### src/sv/pru_pkg.sv
`timescale 1ns / 1ps
// Shared constants, codes and command type of the pixel replicate upscaler.
package pru_pkg;

    localparam int MAX_WIDTH  = 2048;
    localparam int ADDR_W     = $clog2(MAX_WIDTH);
    localparam int CNT_W      = $clog2(MAX_WIDTH + 1);
    localparam int RGB_W      = 24;
    localparam int SCALE_W    = 7;
    localparam int WIDTH_W    = 12;
    localparam int CFG_DATA_W = 12;
    localparam int CFG_IDX_W  = 1;
    localparam int FIFO_DEPTH = 4;
    localparam int FIFO_AW    = $clog2(FIFO_DEPTH);

    localparam logic [SCALE_W-1:0] SCALE_MAX = 7'd100;

    localparam logic [1:0] KIND_PIXEL = 2'd0;
    localparam logic [1:0] KIND_PAD   = 2'd1;
    localparam logic [1:0] KIND_DROP  = 2'd2;

    localparam logic OP_PIXEL = 1'b0;
    localparam logic OP_TICK  = 1'b1;

    localparam logic [CFG_IDX_W-1:0] CFG_SCALE = 1'd0;
    localparam logic [CFG_IDX_W-1:0] CFG_WIDTH = 1'd1;

    typedef struct packed {
        logic              wr;
        logic [1:0]        kind;
        logic [ADDR_W-1:0] addr;
        logic [RGB_W-1:0]  rgb;
        logic              rend;
        logic              done;
    } t_cmd;

endpackage

### src/sv/pru_fifo.sv
`timescale 1ns / 1ps
// Short command queue between the front end and the back end.
module pru_fifo (
    input  logic          i_clk,
    input  logic          i_rst_n,
    input  logic          i_push,
    input  pru_pkg::t_cmd i_cmd,
    output logic          o_full,
    input  logic          i_pop,
    output logic          o_valid,
    output pru_pkg::t_cmd o_head
);

    pru_pkg::t_cmd r_entry [pru_pkg::FIFO_DEPTH];
    logic [pru_pkg::FIFO_AW-1:0] r_wr_ptr;
    logic [pru_pkg::FIFO_AW-1:0] r_rd_ptr;
    logic [pru_pkg::FIFO_AW:0]   r_count;
    logic                        do_pop;

    assign o_full  = (r_count == (pru_pkg::FIFO_AW + 1)'(pru_pkg::FIFO_DEPTH));
    assign o_valid = (r_count != '0);
    assign o_head  = r_entry[r_rd_ptr];
    assign do_pop  = i_pop && o_valid;

    always_ff @(posedge i_clk) begin
        if (i_push) begin
            r_entry[r_wr_ptr] <= i_cmd;
        end
    end

    always_ff @(posedge i_clk) begin
        if (!i_rst_n) begin
            r_wr_ptr <= '0;
            r_rd_ptr <= '0;
            r_count  <= '0;
        end else begin
            if (i_push) begin
                r_wr_ptr <= r_wr_ptr + 1'b1;
            end
            if (do_pop) begin
                r_rd_ptr <= r_rd_ptr + 1'b1;
            end
            if (i_push && !do_pop) begin
                r_count <= r_count + 1'b1;
            end else if (do_pop && !i_push) begin
                r_count <= r_count - 1'b1;
            end
        end
    end

endmodule

### config.mk
export PLATFORM = sky130hd
export DESIGN_NAME = pru_fifo
export DESIGN_NICKNAME = d
export VERILOG_FILES = /design/src/sv/pru_pkg.sv /design/src/sv/pru_fifo.sv
export SDC_FILE = /design/constraint.sdc
export NUM_CORES = 1
export LEC_CHECK = 0
export ABC_CLOCK_PERIOD_IN_PS = 1800
export BUFFER_PORTS_ARGS = -buffer_cell sky130_fd_sc_hd__buf_2
export CAP_MARGIN = 5
export CORE_AREA = 2 2 97 137
export CTS_CLUSTER_DIAMETER = 200
export DETAILED_ROUTE_END_ITERATION = 8
export DIE_AREA = 0 0 99 139
export GPL_TIMING_DRIVEN = 0
export PLACE_DENSITY = 0.83
export SYNTH_ARGS = -nofsm -noshare
export SYNTH_HDL_FRONTEND = slang
export SYNTH_SLANG_ARGS = --single-unit
### constraint.sdc
create_clock -name i_clk -period 1.8 [get_ports i_clk]
set_input_delay 0.54 -clock i_clk [delete_from_list [all_inputs] [get_ports i_clk]]
set_output_delay 0.54 -clock i_clk [all_outputs]
set_load 0.03 [all_outputs]
# [Word-level counts from Yosys, hierarchy flattened]
# Memories as Yosys holds them, arrays and structs flattened. A register that Yosys moved wholly into a read port is not among the register bits.
# Index checks and enable logic that the tools add are counted.
# Widths: inputs -> output; s select.
[totals] out_inout_bits=42 in_bits=44 ramBits=160 mem_bits_ro=0 latch_bits=0 elab_cells=22 regBits=7 mem_count=1
[mem_list] memory="r_entry" depth=4 word_bits=40 read_ports=1 rd_ports_with_merged_regs=1 wr=1 line="pru_fifo.sv:14" rtl="pru_pkg::t_cmd r_entry [pru_pkg::FIFO_DEPTH];"
[op_classes] n_bitwise=0 addsub=4 magnitude_cmp=0 n_mul=0 mux=6 shift=0 div=0 reduce_logical=7 n_eq_ne=1
[op_table] cell="$mux 3" count=2
[op_table] cell="$add 2x1->2 const B" count=2
[op_table] cell="$mux 2" count=2
[op_table] cell="$add 3x1->3 const B" count=1
[op_table] cell="$eq 3x3->1 const B" count=1
[op_table] cell="$logic_and 1x1->1" count=3
[op_table] cell="$reduce_bool 3->1" count=1
[op_table] cell="$sub 3x1->3 const B" count=1
[op_table] cell="$logic_not 1->1" count=2
[op_table] cell="$mux 1" count=2
[op_table] cell="$reduce_bool 2->1" count=1

# [Depth between registers and ports, before layout]
[logic_depth] word_depth=5 ltp_mapped=7 ltp_nobuf=7

# [Worst setup path after synthesis]
# OpenSTA, ideal clock, no wires.
[synth_timing] path_kind="register to register" start="register r_count[1] (netlist bit)" end="register r_count[2] (netlist bit)" setup_slack_ps=-133 t_required_ps=1724 period_less_slack_ps=1933 stages_incl_launch_ff=8 t_arrival_ps=1857 cell_sequence="dfxtp_1 -> o31ai_4 -> ha_1 -> inv_1 -> fa_1 -> xor2_1 -> or3_1 -> a21boi_0"
[synth_between] elab_chain_cells=5 word_cells_on_any_way=10
[synth_lines] element="from (decl)" line="pru_fifo.sv:17" rtl="logic [pru_pkg::FIFO_AW:0] r_count;"
[synth_lines] element="from (signal assigned)" line="pru_fifo.sv:44" rtl="r_count <= r_count + 1'b1;"
[synth_lines] element="from (signal assigned)" line="pru_fifo.sv:46" rtl="r_count <= r_count - 1'b1;"
[synth_lines] element="parallel branches: the longest is 5 deep, another holds $sub 3x1->3"
# Parallel ways; which one is timed is not known. The select of a mux whose other input is x is not followed.
# A chain may end at the register's enable or synchronous reset.

==> results_dict.tcl <==
set metrics [dict create \
    run_status "complete, but fails checks" \
    violations "setup timing" \
    async_flop_share_pct 0 \
    synth_top_area_share_pct 76.34 \
    ys.flop_type "edfxtp_1" \
    ioPinCount 86 \
    cp_slowest_cell "mux4_2" \
    syn-num-nets 302 \
    port_buffers 85 \
    maxSlewViolCount 0 \
    end_kind "output pin" \
    numCtsBuffers 17 \
    cts_tree "built" \
    worst_slack_ps -471.4 \
    ant_nets 0 \
    grt-ovfl-total 0 \
    powerDensity_nw_per_um2 1508 \
    synth_warnings 0 \
    wl_per_cell_um 19.54 \
    period_minus_slack_ps 2271 \
    synthCells 252 \
    yosys-top-cells-count "edfxtp_1, mux4_2, and2_1, dfxtp_1, ha_1" \
    die_y_um 139 \
    hold_viol 0 \
    synth_cell_type_count 20 \
    seq_area_frac_synth_pct 79.20 \
    nNetsFinal 412 \
    cp_data_arrival_time_ps 1730 \
    required_ps 1260 \
    start_util_pct 50.07 \
    fp.coreArea_um2 12570 \
    area_delta_synth_final_pct 25.03 \
    ys_seq_elements 169 \
    dr.pass1.iters 6 \
    vias_per_cell 5.366 \
    clock_path_buffers 2 \
    grt_pass1_vias 3061 \
    grt_pass1_wl_um 16210 \
    gp_congestion 0.6849 \
    clkPwrFrac_pct 31.0 \
    place.detailed.hpwl_um 6140 \
    setup_viol 42 \
    comb_power_share_pct 29.6 \
    holdCritPathClass "in2reg" \
    grt_use_total_pct 15.82 \
    row_count 49 \
    p_sw_share_pct 28.13 \
    synth_area_um2 6294 \
    finish.utilization_pct 62.61 \
    grt_max_degree 41 \
    cts.sinks 169 \
    netlist_top_cells_area "edfxtp_1, mux4_2, dfxtp_1" \
    drt_iter0_markers 95 \
    leakagePower_nw 2.696 \
    synthMostInstantiatedCell "edfxtp_1" \
    clk_latency_ps 410 \
    drive_above_1_share_pct 49.87 \
    die_area_um2 13760 \
    synth_largest_area_cell "edfxtp_1" \
    rsz0062_at_grt "yes" \
    worstSetupStartpointType "register" \
    ir_drop_mv 0.7330 \
    vias 2833 \
    setup-tns-final_ps -17660 \
    critical_path_class "reg2out" \
    clk_pin_slew_worst_paths_ps 60 \
    p_int_mw 8.528 \
    fin_crit_sh_pct 126.2 \
    timing.fmax_mhz 440.3 \
    antenna_found_initial 0 \
    cap_violations 0 \
    die_w_um 99 \
    crit_path_max_fanout 10 \
    slew_headroom_pct 58.78 \
    syn_avg_cell_area_um2 24.97 \
    post-route-drc-count 0 \
    skew_ps 4.934 \
    tightest_slew_ps 618.3 \
    synth_edf_count 160 \
    path_cells "buf_8 -> buf_12 -> mux4_2 -> buf_6" \
    root_buffer "clkbuf_16" \
    finalWirelength_um 10320 \
    ctsHoldBuffers 0 \
    switchingPower_mw 3.338 \
    max_stage_delay_ps 540 \
    diodes 0 \
    cts_max_level 4 \
    p_seq_share_pct 39.4 \
]
## layout make-up
| type | count | area, µm² |
|---|---|---|
| plain buffers | 9 | 115.1 |
| clock buffers | 17 | 425.4 |
| clock inverters | 15 | 187.7 |
| fillers | 820 | 4700 |
| inverters | 3 | 11.26 |
| multi-input cells | 71 | 1211 |
| flip-flops and latches | 169 | 4997 |
| well taps | 153 | 191.4 |
| repair buffers | 91 | 729.5 |
## power groups by stage
stage	Sequential (mW)	Combinational [mW]	Clock (mW)
finish	4.68	3.52	3.67
global route	4.70	3.71	3.87
CTS	4.67	3.53	3.73
detailed placement	4.75	2.92	0
global placement	4.73	2.89	0
floorplan	4.71	2.25	0
## per-stage QoR
step	total power, mW	area (µm²)	setup WS (ps)	hold slack (ps)	std cells
2_1_floorplan	6.961	6302	-106.6	527.6	252
3_3_place_gp	7.616	6919	-248.5	539.8	490
3_5_place_dp	7.674	6919	-384.3	575.2	490
4_1_cts	11.92	7833	-491.6	322.7	525
5_1_grt	12.27	7869	-523.2	330.8	528
6_report	11.87	7869	-471.4	339.3	528
## placed cells by master, fill, tap and decap left out
cell type	count
edfxtp_1	160
buf_2	47
buf_6	41
mux4_2	40
clkbuf_16	17
buf_4	7
and2_1	5
dfxtp_1	5
inv_6	5
buf_12	4
and2_4	4
ha_1	4
xnor2_1	3
clkinvlp_4	3
clkinv_4	3
bufinv_16	3
dfxtp_4	3
inv_1	2
xor2_1	2
mux2i_1	2
nor2b_1	2
buf_8	1
o31ai_4	1
or3_4	1
nor3b_2	1
inv_2	1
o311ai_2	1
o21ai_0	1
or3_1	1
a21boi_1	1
fa_2	1
ha_2	1
dfxtp_2	1
clkinv_2	1
## registers in the layout, summed over array words and instances (netlist names), named ones only
register,flops
r_count,3
r_entry,160
r_wr_ptr,2
r_rd_ptr,2
## layer usage
layer / vias to the layer above / wire [µm] / track usage [%]
met5: - / 0 / 0
met4: 0 / 260 / 8.291
met3: 21 / 372 / 3.579
met2: 78 / 5707 / 27.74
met1: 1453 / 3978 / 17.80
li1: 1281 / - / -
## critical path: cells and delay by family, from the launching register on
family / cells / cell delay (ps)
buffers and inverters: 3 / 440
DFF: 1 / 330
muxes: 1 / 540
## logic make-up after synthesis
family	Yosys count	synth area share [%]
multiplexers	42	14.63
flip-flops	169	79.20
AO/OA/AOI/OAI	4	0.7953
adder cells (fa/ha/maj)	6	1.312
AND/OR/NAND/NOR	14	1.411
buffers and inverters	12	1.948
XOR/XNOR	5	0.6960
## timing repair
item,in CTS,in global routing
endpoints found under the setup margin,203,43
pin swaps,4,3
resized for setup,95,4
gates cloned,0,0
buffers inserted,3,3
## path summary, 6_finish.rpt
kind | slack [ps] | to | start | cells after the start
setup / recovery | -470 | o_head[34] | register | 4
hold / removal | 340 | r_entry[0][23] | i_cmd[23] | 1
setup reg to reg | -130 | r_count[2] | r_count[2] | 7
hold reg to reg | 580 | r_wr_ptr[1] | r_wr_ptr[1] | 2
Note: power is estimated with default switching activity, not from simulation.
