**src/sv/pru_pkg.sv**
```systemverilog
`timescale 1ns / 1ps
// Shared constants, codes and command type of the pixel replicate upscaler.
package pru_pkg;

    localparam int MAX_WIDTH  = 2048;
    localparam int ADDR_W     = $clog2(MAX_WIDTH);
    localparam int CNT_W      = $clog2(MAX_WIDTH + 1);
    localparam int RGB_W      = 24;
    localparam int SCALE_W    = 7;
    localparam int WIDTH_W    = 12;
    localparam int CFG_DATA_W = 12;
    localparam int CFG_IDX_W  = 1;
    localparam int FIFO_DEPTH = 4;
    localparam int FIFO_AW    = $clog2(FIFO_DEPTH);

    localparam logic [SCALE_W-1:0] SCALE_MAX = 7'd100;

    localparam logic [1:0] KIND_PIXEL = 2'd0;
    localparam logic [1:0] KIND_PAD   = 2'd1;
    localparam logic [1:0] KIND_DROP  = 2'd2;

    localparam logic OP_PIXEL = 1'b0;
    localparam logic OP_TICK  = 1'b1;

    localparam logic [CFG_IDX_W-1:0] CFG_SCALE = 1'd0;
    localparam logic [CFG_IDX_W-1:0] CFG_WIDTH = 1'd1;

    typedef struct packed {
        logic              wr;
        logic [1:0]        kind;
        logic [ADDR_W-1:0] addr;
        logic [RGB_W-1:0]  rgb;
        logic              rend;
        logic              done;
    } t_cmd;

endpackage

```
**src/sv/pru_front.sv**
```systemverilog
`timescale 1ns / 1ps
// Front end: configuration registers, row counters and classification of transfers.
module pru_front (
    input  logic                           i_clk,
    input  logic                           i_rst_n,
    input  logic                           i_cfg_valid,
    input  logic [pru_pkg::CFG_IDX_W-1:0]  i_cfg_index,
    input  logic [pru_pkg::CFG_DATA_W-1:0] i_cfg_data,
    input  logic                           i_accept,
    input  logic                           i_op,
    input  logic [pru_pkg::RGB_W-1:0]      i_rgb,
    output logic                           o_push,
    output pru_pkg::t_cmd                  o_cmd
);

    logic [pru_pkg::SCALE_W-1:0] r_scale;
    logic [pru_pkg::WIDTH_W-1:0] r_width;
    logic [pru_pkg::CNT_W-1:0]   r_load_count, n_load_count;
    logic                        r_replaying, n_replaying;
    logic [pru_pkg::SCALE_W-1:0] r_row_repeat, n_row_repeat;
    logic [pru_pkg::CNT_W-1:0]   r_pixel_index, n_pixel_index;
    logic [pru_pkg::SCALE_W-1:0] r_copy_count, n_copy_count;
    logic [1:0]                  r_pad_count, n_pad_count;

    logic [pru_pkg::SCALE_W-1:0] eff_s;
    logic [pru_pkg::CNT_W-1:0]   eff_w;
    logic [3:0]                  pad_prod;
    logic [1:0]                  pad;
    logic [pru_pkg::SCALE_W:0]   copy_inc;
    logic [pru_pkg::SCALE_W:0]   row_inc;
    logic                        rend;
    logic                        done;

    always_ff @(posedge i_clk) begin
        if (!i_rst_n) begin
            r_scale <= pru_pkg::SCALE_W'(1);
            r_width <= pru_pkg::WIDTH_W'(1);
        end else if (i_cfg_valid) begin
            unique case (i_cfg_index)
                pru_pkg::CFG_SCALE: r_scale <= i_cfg_data[pru_pkg::SCALE_W-1:0];
                pru_pkg::CFG_WIDTH: r_width <= i_cfg_data[pru_pkg::WIDTH_W-1:0];
                default: ;
            endcase
        end
    end

    always_comb begin
        if (r_scale == '0) begin
            eff_s = pru_pkg::SCALE_W'(1);
        end else if (r_scale > pru_pkg::SCALE_MAX) begin
            eff_s = pru_pkg::SCALE_MAX;
        end else begin
            eff_s = r_scale;
        end
        if (r_width == '0) begin
            eff_w = pru_pkg::CNT_W'(1);
        end else if (int'(r_width) > pru_pkg::MAX_WIDTH) begin
            eff_w = pru_pkg::CNT_W'(pru_pkg::MAX_WIDTH);
        end else begin
            eff_w = pru_pkg::CNT_W'(r_width);
        end
        pad_prod = 4'(eff_w[1:0]) * 4'(eff_s[1:0]);
        pad      = pad_prod[1:0];
    end

    always_comb begin
        n_load_count  = r_load_count;
        n_replaying   = r_replaying;
        n_row_repeat  = r_row_repeat;
        n_pixel_index = r_pixel_index;
        n_copy_count  = r_copy_count;
        n_pad_count   = r_pad_count;
        o_push        = 1'b0;
        o_cmd         = '0;
        copy_inc      = {1'b0, r_copy_count} + 1'b1;
        row_inc       = {1'b0, r_row_repeat} + 1'b1;
        rend          = 1'b0;
        done          = 1'b0;
        if (i_accept) begin
            if (i_op == pru_pkg::OP_PIXEL) begin
                if (r_replaying) begin
                    o_push     = 1'b1;
                    o_cmd.kind = pru_pkg::KIND_DROP;
                end else begin
                    if (r_load_count < pru_pkg::CNT_W'(pru_pkg::MAX_WIDTH)) begin
                        o_push     = 1'b1;
                        o_cmd.wr   = 1'b1;
                        o_cmd.addr = r_load_count[pru_pkg::ADDR_W-1:0];
                        o_cmd.rgb  = i_rgb;
                    end
                    n_load_count = r_load_count + 1'b1;
                    if (n_load_count >= eff_w) begin
                        n_replaying   = 1'b1;
                        n_row_repeat  = '0;
                        n_pixel_index = '0;
                        n_copy_count  = '0;
                        n_pad_count   = '0;
                    end
                end
            end else if (r_replaying) begin
                o_push = 1'b1;
                if (r_pixel_index < eff_w) begin
                    o_cmd.kind = pru_pkg::KIND_PIXEL;
                    o_cmd.addr = r_pixel_index[pru_pkg::ADDR_W-1:0];
                    if (copy_inc >= {1'b0, eff_s}) begin
                        n_copy_count  = '0;
                        n_pixel_index = r_pixel_index + 1'b1;
                    end else begin
                        n_copy_count = copy_inc[pru_pkg::SCALE_W-1:0];
                    end
                    rend = (n_pixel_index >= eff_w) && (pad == 2'd0);
                end else begin
                    o_cmd.kind  = pru_pkg::KIND_PAD;
                    n_pad_count = r_pad_count + 1'b1;
                    rend        = (n_pad_count == 2'd0) || (n_pad_count >= pad);
                end
                if (rend) begin
                    n_pixel_index = '0;
                    n_copy_count  = '0;
                    n_pad_count   = '0;
                    if (row_inc >= {1'b0, eff_s}) begin
                        done         = 1'b1;
                        n_replaying  = 1'b0;
                        n_load_count = '0;
                        n_row_repeat = '0;
                    end else begin
                        n_row_repeat = row_inc[pru_pkg::SCALE_W-1:0];
                    end
                end
                o_cmd.rend = rend;
                o_cmd.done = done;
            end
        end
    end

    always_ff @(posedge i_clk) begin
        if (!i_rst_n) begin
            r_load_count  <= '0;
            r_replaying   <= 1'b0;
            r_row_repeat  <= '0;
            r_pixel_index <= '0;
            r_copy_count  <= '0;
            r_pad_count   <= '0;
        end else begin
            r_load_count  <= n_load_count;
            r_replaying   <= n_replaying;
            r_row_repeat  <= n_row_repeat;
            r_pixel_index <= n_pixel_index;
            r_copy_count  <= n_copy_count;
            r_pad_count   <= n_pad_count;
        end
    end

endmodule

```
**config.mk**
```make
export PLATFORM = sky130hd
export DESIGN_NAME = pru_front
export DESIGN_NICKNAME = d
export VERILOG_FILES = /design/src/sv/pru_pkg.sv /design/src/sv/pru_front.sv
export SDC_FILE = /design/constraint.sdc
export NUM_CORES = 1
export LEC_CHECK = 0
export BUFFER_PORTS_ARGS = -buffer_cell sky130_fd_sc_hd__buf_4
export CORE_MARGIN = 2
export CORE_UTILIZATION = 45
export DETAILED_ROUTE_END_ITERATION = 10
export PLACE_DENSITY = 0.66
export SLEW_MARGIN = 10
export SYNTH_ARGS = -nofsm -noshare
export SYNTH_HDL_FRONTEND = slang
export SYNTH_SLANG_ARGS = --single-unit
```
**constraint.sdc**
```tcl
create_clock -name i_clk -period 12.1 [get_ports i_clk]
set_input_delay 1.21 -clock i_clk [delete_from_list [all_inputs] [get_ports i_clk]]
set_output_delay 1.21 -clock i_clk [all_outputs]
set_load 0.05 [all_outputs]
```
== Word-level counts from Yosys, hierarchy flattened ==
Index checks and enable logic that the tools add are counted.
Widths: inputs -> output; s select.

* RAM bits: 0
* Memories: 0
* ROM bits: 0
* Input bits: 42
* Register bits: 60
* Logic and storage cells: 110
* Bits in latches: 0

* Order comparisons: 9
* Equal/unequal tests: 6
* Multipliers: 1
* Reductions and logical operators: 13
* Shift-type cells: 0
* Multiplexer cells: 67
* $add $sub $neg: 5
* Div/mod/pow operators: 0
* Bitwise operators: 1

{| class="wikitable"
|+ Operators with widths
! kind !! number
|-
| $mux 12 || 19
|-
| $mux 7 || 13
|-
| $mux 35 || 2
|-
| $mux 40 || 1
|-
| $add 12x1->12 const B || 2
|-
| $ge 12x12->1 || 2
|-
| $mux 24 || 1
|-
| $mux 1 || 20
|-
| $reduce_and 5->1 || 4
|-
| $mux 2 || 9
|-
| $add 7x1->8 const B || 2
|-
| $ge 8x7->1 || 2
|-
| $mux 13 || 1
|-
| $gt 12x12->1 const B || 1
|-
| $logic_not 12->1 || 1
|-
| $lt 12x12->1 || 1
|-
| $lt 12x12->1 const B || 1
|-
| $mux 11 || 1
|-
| $gt 7x7->1 const B || 1
|-
| $logic_not 7->1 || 1
|-
| $ne 2x1->1 const B || 3
|-
| $logic_not 2->1 || 2
|-
| $reduce_and 2->1 || 2
|-
| $ne 3x1->1 const B || 1
|-
| 9 further kinds || 9
|}

== Logic depth before layout (Yosys ltp) ==
Gate-level depths: netlist of run 1.

* Depth after elaboration: 19
* Gate-level depth with buffers: 22

== Worst setup path after synthesis of run 1 ==
No wires, ideal clock.

* Path kind: flip-flop to output port
* From: register r_scale[3] (netlist name)
* To: output o_cmd[0] (netlist name)
* Path buffers: 0
* Arrival time: 4.516 ns
* Stages on the path, launching flop included: 21
* Path slack: 6.374 ns
* Path through: dfxtp_1 > or2_2 > nor4_1 > nor2_1 > o22ai_1 > ha_1 > nor2b_1 > o21ai_0 > a31oi_1 > o21a_1 > nor2_1 > nand3_1 > xnor2_1 > ha_1 > o21ai_0 > o21ai_0 > o211ai_1 > o311ai_0 > a31o_2 > nand2_1 > nor3_1

{| class="wikitable"
|+ RTL lines
! element !! RTL line !! text
|-
| start: declaration || pru_front.sv:16 || <nowiki>logic [pru_pkg::SCALE_W-1:0] r_scale;</nowiki>
|-
| start signal: assignment || pru_front.sv:36 || <nowiki>r_scale <= pru_pkg::SCALE_W'(1);</nowiki>
|-
| start signal: assignment || pru_front.sv:40 || <nowiki>pru_pkg::CFG_SCALE: r_scale <= i_cfg_data[pru_pkg::SCALE_W-1:0];</nowiki>
|-
| end: declaration || pru_front.sv:13 || <nowiki>output pru_pkg::t_cmd o_cmd</nowiki>
|}

==> results of run 1 <==
sequential cells by signal, indices dropped and copies added, names as in the netlist:
| name | flops |
|---|---|
| r_scale | 7 |
| r_replaying | 1 |
| r_load_count | 12 |
| r_row_repeat | 7 |
| r_copy_count | 7 |
| r_pixel_index | 12 |
| r_width | 12 |
| r_pad_count | 2 |
area by class of cell:
class	count	area share, %
multi-input cells	485	60.7
flip-flops and latches	60	21.3
repair buffers	84	11.2
well taps	136	3.02
clock buffers	13	2.82
inverters	12	0.799
clock inverters	2	0.177
final timing paths:
kind,slack (ps),to
worst max-delay path,5970,o_cmd[0]
worst min-delay path,460,r_pad_count[1]$_SDFFE_PN0P_
worst max register to register,6700,r_pixel_index[2]$_SDFFE_PN0P_
worst min register to register,460,r_pad_count[1]$_SDFFE_PN0P_
tightest hold or removal path: stages, from the launching register on:
cell and delay, ps:
dfxtp_1 310, nand2_1 50, mux2i_1 50
synthesized netlist by cell type, drive strengths merged, types with 3 or more instances:
master	instances
nand3	21
a21oi	17
a211oi	6
xor2	16
and3	18
nor2	25
nand3b	9
inv	12
a31oi	4
o31ai	3
nor4b	3
nand4	8
ha	57
o21a	17
a21boi	17
dfxtp	60
nor3	6
buf	5
nor4	7
or2	4
a22o	12
nor2b	25
a21o	5
a22oi	11
mux2i	10
nand2	69
nand2b	6
or3	5
clkbuf	25
o21ai	26
and2	28
xnor2	14
and4	3
o311ai	10
power breakdown:
part | switching (mW) | internal [mW] | leakage, nW
sequential | 0.00609 | 0.202 | 0.486
combinational | 0.0730 | 0.0440 | 1.93
clock | 0.0807 | 0.0839 | 0.0893
total | 0.160 | 0.330 | 2.51
cell families (layout without fill, tap and decap cells):
group / Yosys count / count (layout)
AND/OR/NAND/NOR: 242 / 242
adder cells (fa/ha/maj): 57 / 57
XOR/XNOR: 30 / 30
AO/OA/AOI/OAI: 146 / 146
buffers and inverters: 42 / 111
multiplexers: 10 / 10
flip-flops: 60 / 60
routing by layer:
layer  GRT usage [%]  vias up  part of all wire [%]
met5               0        -                     0
met4            9.83        0                   2.2
li1                -     2286                     -
met3            3.71       23                   5.2
met1            26.6     2135                    44
met2            38.9      119                    48
==> results by group, run 1 <==
Worst setup path
  – Setup crit start kind: flip-flop
  – CP startpoint: r_scale[3]$_SDFFE_PN0P_
  – Critical path capture point type: output port
  – WP buf/inv: 1
  – Critical path data required time: 10890 ps
  – CP Cell Sequence: or2_2 -> nor4_1 -> nor2_1 -> o22ai_1 -> ha_1 -> nor2b_1 -> o21ai_0 -> a31oi_1 -> o21ai_1 -> nand2_1 -> xnor2_1 -> ha_1 -> nand2_1 -> o21ai_0 -> a21oi_1 -> o311ai_0 -> a31o_2 -> nand2_1 -> nor3_1 -> buf_4
  – R2R cell count: 20
  – Largest stage delay, worst path: 570 ps
  – RR Startpoint: r_scale[3]$_SDFFE_PN0P_
  – Critical Path Most Common Cell: nand2_1
  – Critical path arrival: 4920 ps
  – Worst Path Max Fanout: 9
  – Worst Path Class, Setup: flip-flop to output port
  – CP delay by family, top: compound AO/OA/AOI/OAI gates
  – Number of cells on the critical path: 20
  – Slowest-stage cell, CP: o21ai_1

Clock tree
  – Cts hold-fix bufs: 0
  – CTS buffer count: 9
  – Post-CTS setup buffers: 0
  – CTS tree: done
  – Worst-skew pair later-pin latency: 350 ps
  – Root Driver: clkbuf_8
  – Clk sink count: 60
  – Clk slew on worst S/H paths: 60 ps
  – Clock buffer depth: 2
  – CTS H-tree lvls: 3
  – CTS resizes: 0

Floorplan
  – Die area: 0.0115 mm2
  – Die Y: 107 um
  – Core ar.: 0.0103 mm2
  – Rows: 37
  – Die X: 107 um
  – Starting Density: 46.4%
  – Ports: 83

Global route
  – Pin count of the biggest net entering global routing: 78
  – Total congestion overflow: 0
  – Initial antenna violation count: 0
  – Vias in the first global route: 4278
  – Gr usage total: 22.2%
  – First-pass GRT wire length: 20400 um

Hold path
  – Beginning of the worst hold path: r_pad_count[1]$_SDFFE_PN0P_
  – Worst min-delay path category: flip-flop to flip-flop
  – Min-Delay Path Depth: 2

Layout
  – Area Overhead vs Synth: 17.8%
  – Finished Layout Cells: 792
  – Multi-input logic area: 0.00342 mm2
  – Post-route cell area: 0.00564 mm2
  – Reg area: 0.00120 mm2
  – Share of cells above drive strength 1: 16.3%
  – Final Util: 54.6%
  – Filler cells: 978
  – Ant. Diodes: 0
  – Most frequent cells in the layout: buf_4 (84), nand2_1 (69), dfxtp_1 (60)
  – Net count, final: 751
  – Most common cell after layout, fill and taps aside: buf_4

Detailed routing
  – Post-route antenna net violation count: 0
  – Vias/cell: 5.76
  – Drt pass-1 iters: 7
  – DR WL/cell: 15.9 um
  – Remaining DRCs: 0
  – Vias: 4563
  – DRT iter0 DRCs: 176
  – Routed wire length: 12600 um

Flow run
  – Max-cap violations: 0

Synth
  – Seq cells post-synth: 60
  – Synth warnings: 0
  – Compound-Gate Fraction of Synth Area: 21.8%
  – Top-area cell type share of the netlist area: 25.1%
  – Fraction of the yosys area taken by sequential cells: 25.1%
  – Top cells by area, synth: dfxtp_1 (25%), ha_1 (15%), nand2_1 (5.4%)
  – Largest family of logic cells by synthesized area: simple AND/OR/NAND/NOR gates
  – Synth area leader: dfxtp_1
  – Post-synthesis adder-cell area fraction: 14.9%
  – Ys async rst share: 0%
  – Post-synthesis simple-gate area fraction: 27.1%
  – Prevailing post-synth register cell: dfxtp_1
  – Synth unique cells: 58
  – Synth Instances: 587
  – Mapped cell area: 0.00479 mm2
  – Synthesized net count: 686
  – EDFF count, synth: 0
  – XOR/XNOR Fraction of Synth Area: 5.49%
  – Synthesized area per cell: 8.16 um2
  – Mux contribution to synthesized area: 2.09%

Pwr
  – Power Density: 86.8 mW/mm2
  – LEAKAGE: 2.51 nW
  – Design Power: 0.490 mW
  – Worst VDD drop: 44.1 uV

Placed design
  – DP HPWL: 9410 um
  – Pre-CTS setup slack: 6410 ps
  – GPL Wtd Cong: 0.883
  – Placed Cells: 777
  – Post-placement cell area: 0.00547 mm2
  – IO buf count: 82

STA
  – Fin. Hold Viols: 0
  – Final WS setup: 5970 ps
  – Fin crit period: 6130 ps
  – Worst-margin pin slew: 1190 ps
  – Tcrit/Tclk final: 50.6%
  – FMAX: 163 MHz
  – Final setup viols: 0
  – Min Hold Slack: 461 ps
  – RSZ-0062 raised after global routing: no
  – Setup total negative slack: 0 ps
  – Worst Clk Skew: 10.3 ps
  – Final slew viol count: 0
  – Worst slew margin: 20.8%

Outcome
  – Status: completed
(Power assumes the default switching activity.)
==> inputs of run 2 (changes only) <==
Settings changed: ABC_AREA set to 1.
Clock period 12.1 ns to 6.07 ns, I/O delays scaled along.
==> results by group, run 2 <==
Clock tree
  – Post-CTS setup buffers: 0
  – Clk sink count: 60
  – CTS resizes: 0
  – Clk slew on worst S/H paths: 50 ps
  – CTS tree: done
  – Clock buffer depth: 2
  – CTS buffer count: 9
  – Cts hold-fix bufs: 0
  – Root Driver: clkbuf_16
  – CTS H-tree lvls: 3
  – Worst-skew pair later-pin latency: 340 ps

Layout
  – Finished Layout Cells: 1044
  – Filler cells: 1121
  – Largest registers: r_load_count: 12 flops, r_pixel_index: 12 flops, r_width: 12 flops
  – Net count, final: 996
  – Most frequent cells in the layout: nand2_1 (172), nor2_1 (132), inv_1 (125)
  – Share of cells above drive strength 1: 13.8%
  – Ant. Diodes: 0
  – Final Util: 54.1%
  – Area Overhead vs Synth: 18.0%
  – Most common cell after layout, fill and taps aside: nand2_1

STA
  – Final slew viol count: 0
  – Fin. Hold Viols: 0
  – Worst slew margin: 47.7%
  – Final setup viols: 0
  – Setup total negative slack: 0 ps
  – Worst-margin pin slew: 783 ps
  – FMAX: 190 MHz
  – Fin crit period: 5260 ps
  – Tcrit/Tclk final: 86.6%
  – Worst Clk Skew: 9.75 ps
  – RSZ-0062 raised after global routing: no

Synth
  – Synth unique cells: 37
  – Synth Instances: 831
  – Prevailing post-synth register cell: dfxtp_1
  – Synth warnings: 0
  – Count leader, synth: nand2_1
  – Commonest cells post-synth: nand2_1 (172), nor2_1 (132), inv_1 (125)
  – Top-area cell type share of the netlist area: 23.1%
  – EDFF count, synth: 0
  – Top cells by area, synth: dfxtp_1 (23%), ha_1 (14%), nand2_1 (12%)
  – Mapped cell area: 0.00519 mm2
  – Fraction of the yosys area taken by sequential cells: 23.1%
  – Synthesized area per cell: 6.25 um2
  – Ys async rst share: 0%
  – Synthesized net count: 930
  – Seq cells post-synth: 60
  – Synth area leader: dfxtp_1

Floorplan
  – Starting Density: 45.8%
  – Die X: 111 um
  – Rows: 39
  – Ports: 83
  – Core ar.: 0.0113 mm2
  – Die area: 0.0124 mm2
  – Die Y: 111 um

Global route
  – Initial antenna violation count: 0
  – Gr usage total: 22.2%
  – Total congestion overflow: 0
  – Vias in the first global route: 4733
  – First-pass GRT wire length: 22600 um
  – Pin count of the biggest net entering global routing: 41

Detailed routing
  – Met2 routed WL: 5800 um
  – Remaining DRCs: 0
  – Vias: 5306
  – Vias/cell: 5.08
  – Drt pass-1 iters: 5
  – DRT iter0 DRCs: 291
  – Met3 wire length: 752 um
  – Routed wire length: 13600 um
  – DR WL/cell: 13.0 um
  – Post-route antenna net violation count: 0
  – Top sig layer: met4
  – WL met1: 6820 um

Worst setup path
  – Setup crit start kind: flip-flop
  – Critical path data required time: 5460 ps
  – Largest stage delay, worst path: 370 ps
  – Critical path arrival: 4650 ps
  – Slowest-stage cell, CP: dfxtp_1
  – Critical Path Most Common Cell: nand2_1
  – Critical path capture point type: output port
  – CP delay by family, top: simple AND/OR/NAND/NOR gates
  – WP buf/inv: 7
  – Worst Path Class, Setup: flip-flop to output port
  – Worst Path Max Fanout: 13

Placed design
  – IO buf count: 82
  – DP HPWL: 10400 um
  – Placed Cells: 1029
  – GPL Wtd Cong: 0.898

Pwr
  – Worst VDD drop: 162 uV
  – LEAKAGE: 3.22 nW
  – Clk network pwr share: 22.0%
  – Part of the power in registers: 23.9%
  – Power Density: 352 mW/mm2
  – Net Sw Power: 1.02 mW
  – Design Power: 2.16 mW
  – Int Power: 1.14 mW
  – Logic pwr share: 54.1%
  – Sw Ratio: 47.1%

Flow run
  – Max-cap violations: 0

Outcome
  – Status: completed

Hold path
  – Worst min-delay path category: flip-flop to flip-flop
-- run 2: cell count changes in the layout (fill, tap and decap cells not counted), sizes merged, moves of 13 or more --
cell | previous run | this run
and3 | 18 | 1
o21a | 17 | 3
nand3 | 21 | 51
o21ai | 26 | 51
and2 | 28 | 1
nand2 | 69 | 178
nor2 | 25 | 133
inv | 12 | 138
xnor2 | 14 | 1
a21oi | 17 | 43
nor2b | 25 | 0
a21boi | 17 | 0
nand4 | 8 | 21
-- run 2: cell type report --
| class | instances | area [um2] | share of cell area, % |
|---|---|---|---|
| Clock buffer | 13 | 260 | 4.25 |
| Clock inverter | 2 | 10.0 | 0.163 |
| Inverter | 139 | 522 | 8.52 |
| Multi-Input combinational cell | 604 | 3330 | 54.4 |
| Sequential cell | 60 | 1200 | 19.6 |
| Tap cell | 143 | 179 | 2.92 |
| Timing Repair Buffer | 83 | 623 | 10.2 |
-- run 2: cells by family after synthesis --
family | count (synthesis) | synth area share [%]
DFF | 60 | 23.1
xor gates and xnor gates | 25 | 4.22
AOI/OAI and AO/OA | 117 | 12.2
buffers and inverters | 167 | 12.7
and+or+nand+nor | 405 | 34.0
adders and majority gates | 57 | 13.7
-- run 2: worst paths after layout --
| path | start | end | slack [ps] | depth (start not counted) |
|---|---|---|---|---|
| worst max-delay path | r_copy_count[0]$_SDFFE_PN0P_ | o_cmd[0] | 810 | 28 |
| worst max register to register | r_copy_count[0]$_SDFFE_PN0P_ | r_load_count[3]$_SDFFE_PN0P_ | 1530 | 29 |
| worst min register to register | r_width[10]$_SDFFE_PN0P_ | r_width[10]$_SDFFE_PN0P_ | 490 | 2 |
| worst min-delay path | r_width[10]$_SDFFE_PN0P_ | r_width[10]$_SDFFE_PN0P_ | 490 | 2 |
-- run 2: power by group through the flow --
stage / logic [mW] / clock network, mW / registers [mW]
after floorplan: 0.926 / 0 / 0.501
after global placement: 1.15 / 0 / 0.522
after detailed placement: 1.16 / 0 / 0.523
after CTS: 1.16 / 0.482 / 0.515
after global routing: 1.33 / 0.499 / 0.525
final: 1.17 / 0.474 / 0.516
-- run 2: through the flow --
| step | hold slack [ps] | instance area (um2) | worst slack, ps |
|---|---|---|---|
| final | 488 | 6120 | 812 |
| after global routing | 504 | 6120 | 379 |
| after CTS | 487 | 6120 | 835 |
| after detailed placement | 466 | 5850 | 1230 |
| after global placement | 466 | 5850 | 1340 |
| after floorplan | 447 | 5190 | 1400 |
-- run 2: worst min-delay path, cell delays in order, from the launching register on --
cell     delay (ps)
dfxtp_1         320
inv_1            70
a21oi_1          50
-- run 2: layer usage --
metal  vias to the layer above  track usage [%]
li1                       2790                -
met1                      2353             31.3
met2                       147             34.7
met3                        16             4.08
met4                         0             6.50
met5                         -                0
==> inputs of run 3 (changes only) <==
Settings changed: CELL_PAD_IN_SITES_DETAIL_PLACEMENT set to 0, CELL_PAD_IN_SITES_GLOBAL_PLACEMENT set to 1, CORE_UTILIZATION 45 to 40, PLACE_DENSITY 0.66 to not set, PLACE_DENSITY_LB_ADDON set to 0.1.
==> results by group, run 3 (synthesized netlist as in run 2, its figures left out) <==
STA
  – Worst-margin pin slew: 1130 ps
  – Min Hold Slack: 482 ps
  – Fin crit period: 5260 ps
  – RSZ-0062 raised after global routing: no
  – Tcrit/Tclk final: 86.7%
  – Final setup viols: 0
  – Worst slew margin: 24.6%
  – Setup total negative slack: 0 ps
  – Final slew viol count: 0
  – FMAX: 190 MHz
  – Worst Clk Skew: 6.88 ps
  – Fin. Hold Viols: 0

Placed design
  – GPL Wtd Cong: 0.888
  – Placed Cells: 1057
  – IO buf count: 82
  – DP HPWL: 11400 um

Worst setup path
  – Critical path capture point type: output port
  – Worst Path Class, Setup: flip-flop to output port
  – Critical path arrival: 4660 ps
  – Largest stage delay, worst path: 350 ps
  – Critical Path Most Common Cell: nand2_1
  – CP startpoint: r_copy_count[0]$_SDFFE_PN0P_
  – Setup crit start kind: flip-flop
  – RR Startpoint: r_copy_count[0]$_SDFFE_PN0P_
  – Worst Path Max Fanout: 13
  – Critical path data required time: 5460 ps
  – Slowest-stage cell, CP: dfxtp_1

Detailed routing
  – DR WL/cell: 13.5 um
  – Drt pass-1 iters: 5
  – DRT iter0 DRCs: 328
  – Post-route antenna net violation count: 0
  – Vias/cell: 4.99
  – Routed wire length: 14400 um
  – Vias: 5347
  – Remaining DRCs: 0

Hold path
  – Beginning of the worst hold path: r_row_repeat[5]$_SDFFE_PN0P_
  – Worst min-delay path category: flip-flop to flip-flop

Layout
  – Finished Layout Cells: 1072
  – Filler cells: 1379
  – Share of cells above drive strength 1: 13.7%
  – Ant. Diodes: 0
  – Most frequent cells in the layout: nand2_1 (172), nor2_1 (132), inv_1 (125)
  – Largest registers: r_load_count: 12 flops, r_pixel_index: 12 flops, r_width: 12 flops
  – Most common cell after layout, fill and taps aside: nand2_1
  – Final Util: 48.8%
  – Area Overhead vs Synth: 18.6%
  – Net count, final: 995

Pwr
  – LEAKAGE: 3.22 nW
  – Worst VDD drop: 184 uV
  – Power Density: 353 mW/mm2

Clock tree
  – Clk sink count: 60
  – Clk slew on worst S/H paths: 60 ps
  – Worst-skew pair later-pin latency: 330 ps
  – Post-CTS setup buffers: 0
  – CTS buffer count: 9
  – CTS tree: done
  – CTS resizes: 0
  – Cts hold-fix bufs: 0
  – Clock buffer depth: 2
  – Root Driver: clkbuf_16
  – CTS H-tree lvls: 3

Global route
  – Vias in the first global route: 4885
  – First-pass GRT wire length: 23900 um
  – Gr usage total: 21.0%
  – Pin count of the biggest net entering global routing: 41
  – Initial antenna violation count: 0
  – Total congestion overflow: 0

Floorplan
  – Core ar.: 0.0126 mm2
  – Die area: 0.0139 mm2
  – Starting Density: 41.1%
  – Rows: 41
  – Die X: 118 um
  – Die Y: 118 um
  – Ports: 83

Flow run
  – Max-cap violations: 0

Outcome
  – Status: completed
[run 3: cell types whose count changed in the layout (fill, tap and decap cells not counted), sizes merged]
cell / change
buf: -1
[run 3: where the power goes]
part	switching [mW]	internal [mW]
Combinational	0.790	0.393
Clock	0.177	0.295
Sequential	0.0626	0.454
[run 3: per-stage QoR]
step / total power [mW] / worst slack, ps / cell area (um2)
after floorplan: 1.43 / 1400 / 5190
after global placement: 1.68 / 1330 / 5880
after detailed placement: 1.70 / 1170 / 5880
after CTS: 2.18 / 805 / 6150
after global routing: 2.38 / 243 / 6150
final: 2.17 / 806 / 6150
[run 3: worst paths after layout]
check             cells past startpoint  slack (ps)                      endpoint
setup reg to reg                     29        1500  r_load_count[3]$_SDFFE_PN0P_
hold reg to reg                       2         480  r_row_repeat[5]$_SDFFE_PN0P_
hold / removal                        2         480  r_row_repeat[5]$_SDFFE_PN0P_
setup / recovery                     28         810                      o_cmd[0]
[run 3: layer usage]
layer  vias to the layer above  share of wire [%]  GRT usage, %  wire length (um)
met5                         -                  0             0                 0
met1                      2404                 49          29.3              7070
met2                       132                 45          33.3              6470
met4                         0                1.4          6.25               204
li1                       2791                  -             -                 -
met3                        20                4.8          3.44               689
[run 3: layout make-up]
cell class	count	area (um2)	share of cell area, %
clock buffer	13	260	4.23
clock inverter	2	10.0	0.163
inverter	139	522	8.48
multi-input combinational	604	3330	54.1
sequential	60	1200	19.5
tap	172	215	3.50
timing repair buffer	82	616	10.0
[run 3: critical path: cells and delay by family, from the launching register on]
family,cells,cell delay [ps]
flops,1,350
compound gates,2,370
fa+ha+maj,2,590
buf+inv,7,790
simple gates,16,2040
xor+xnor,1,160
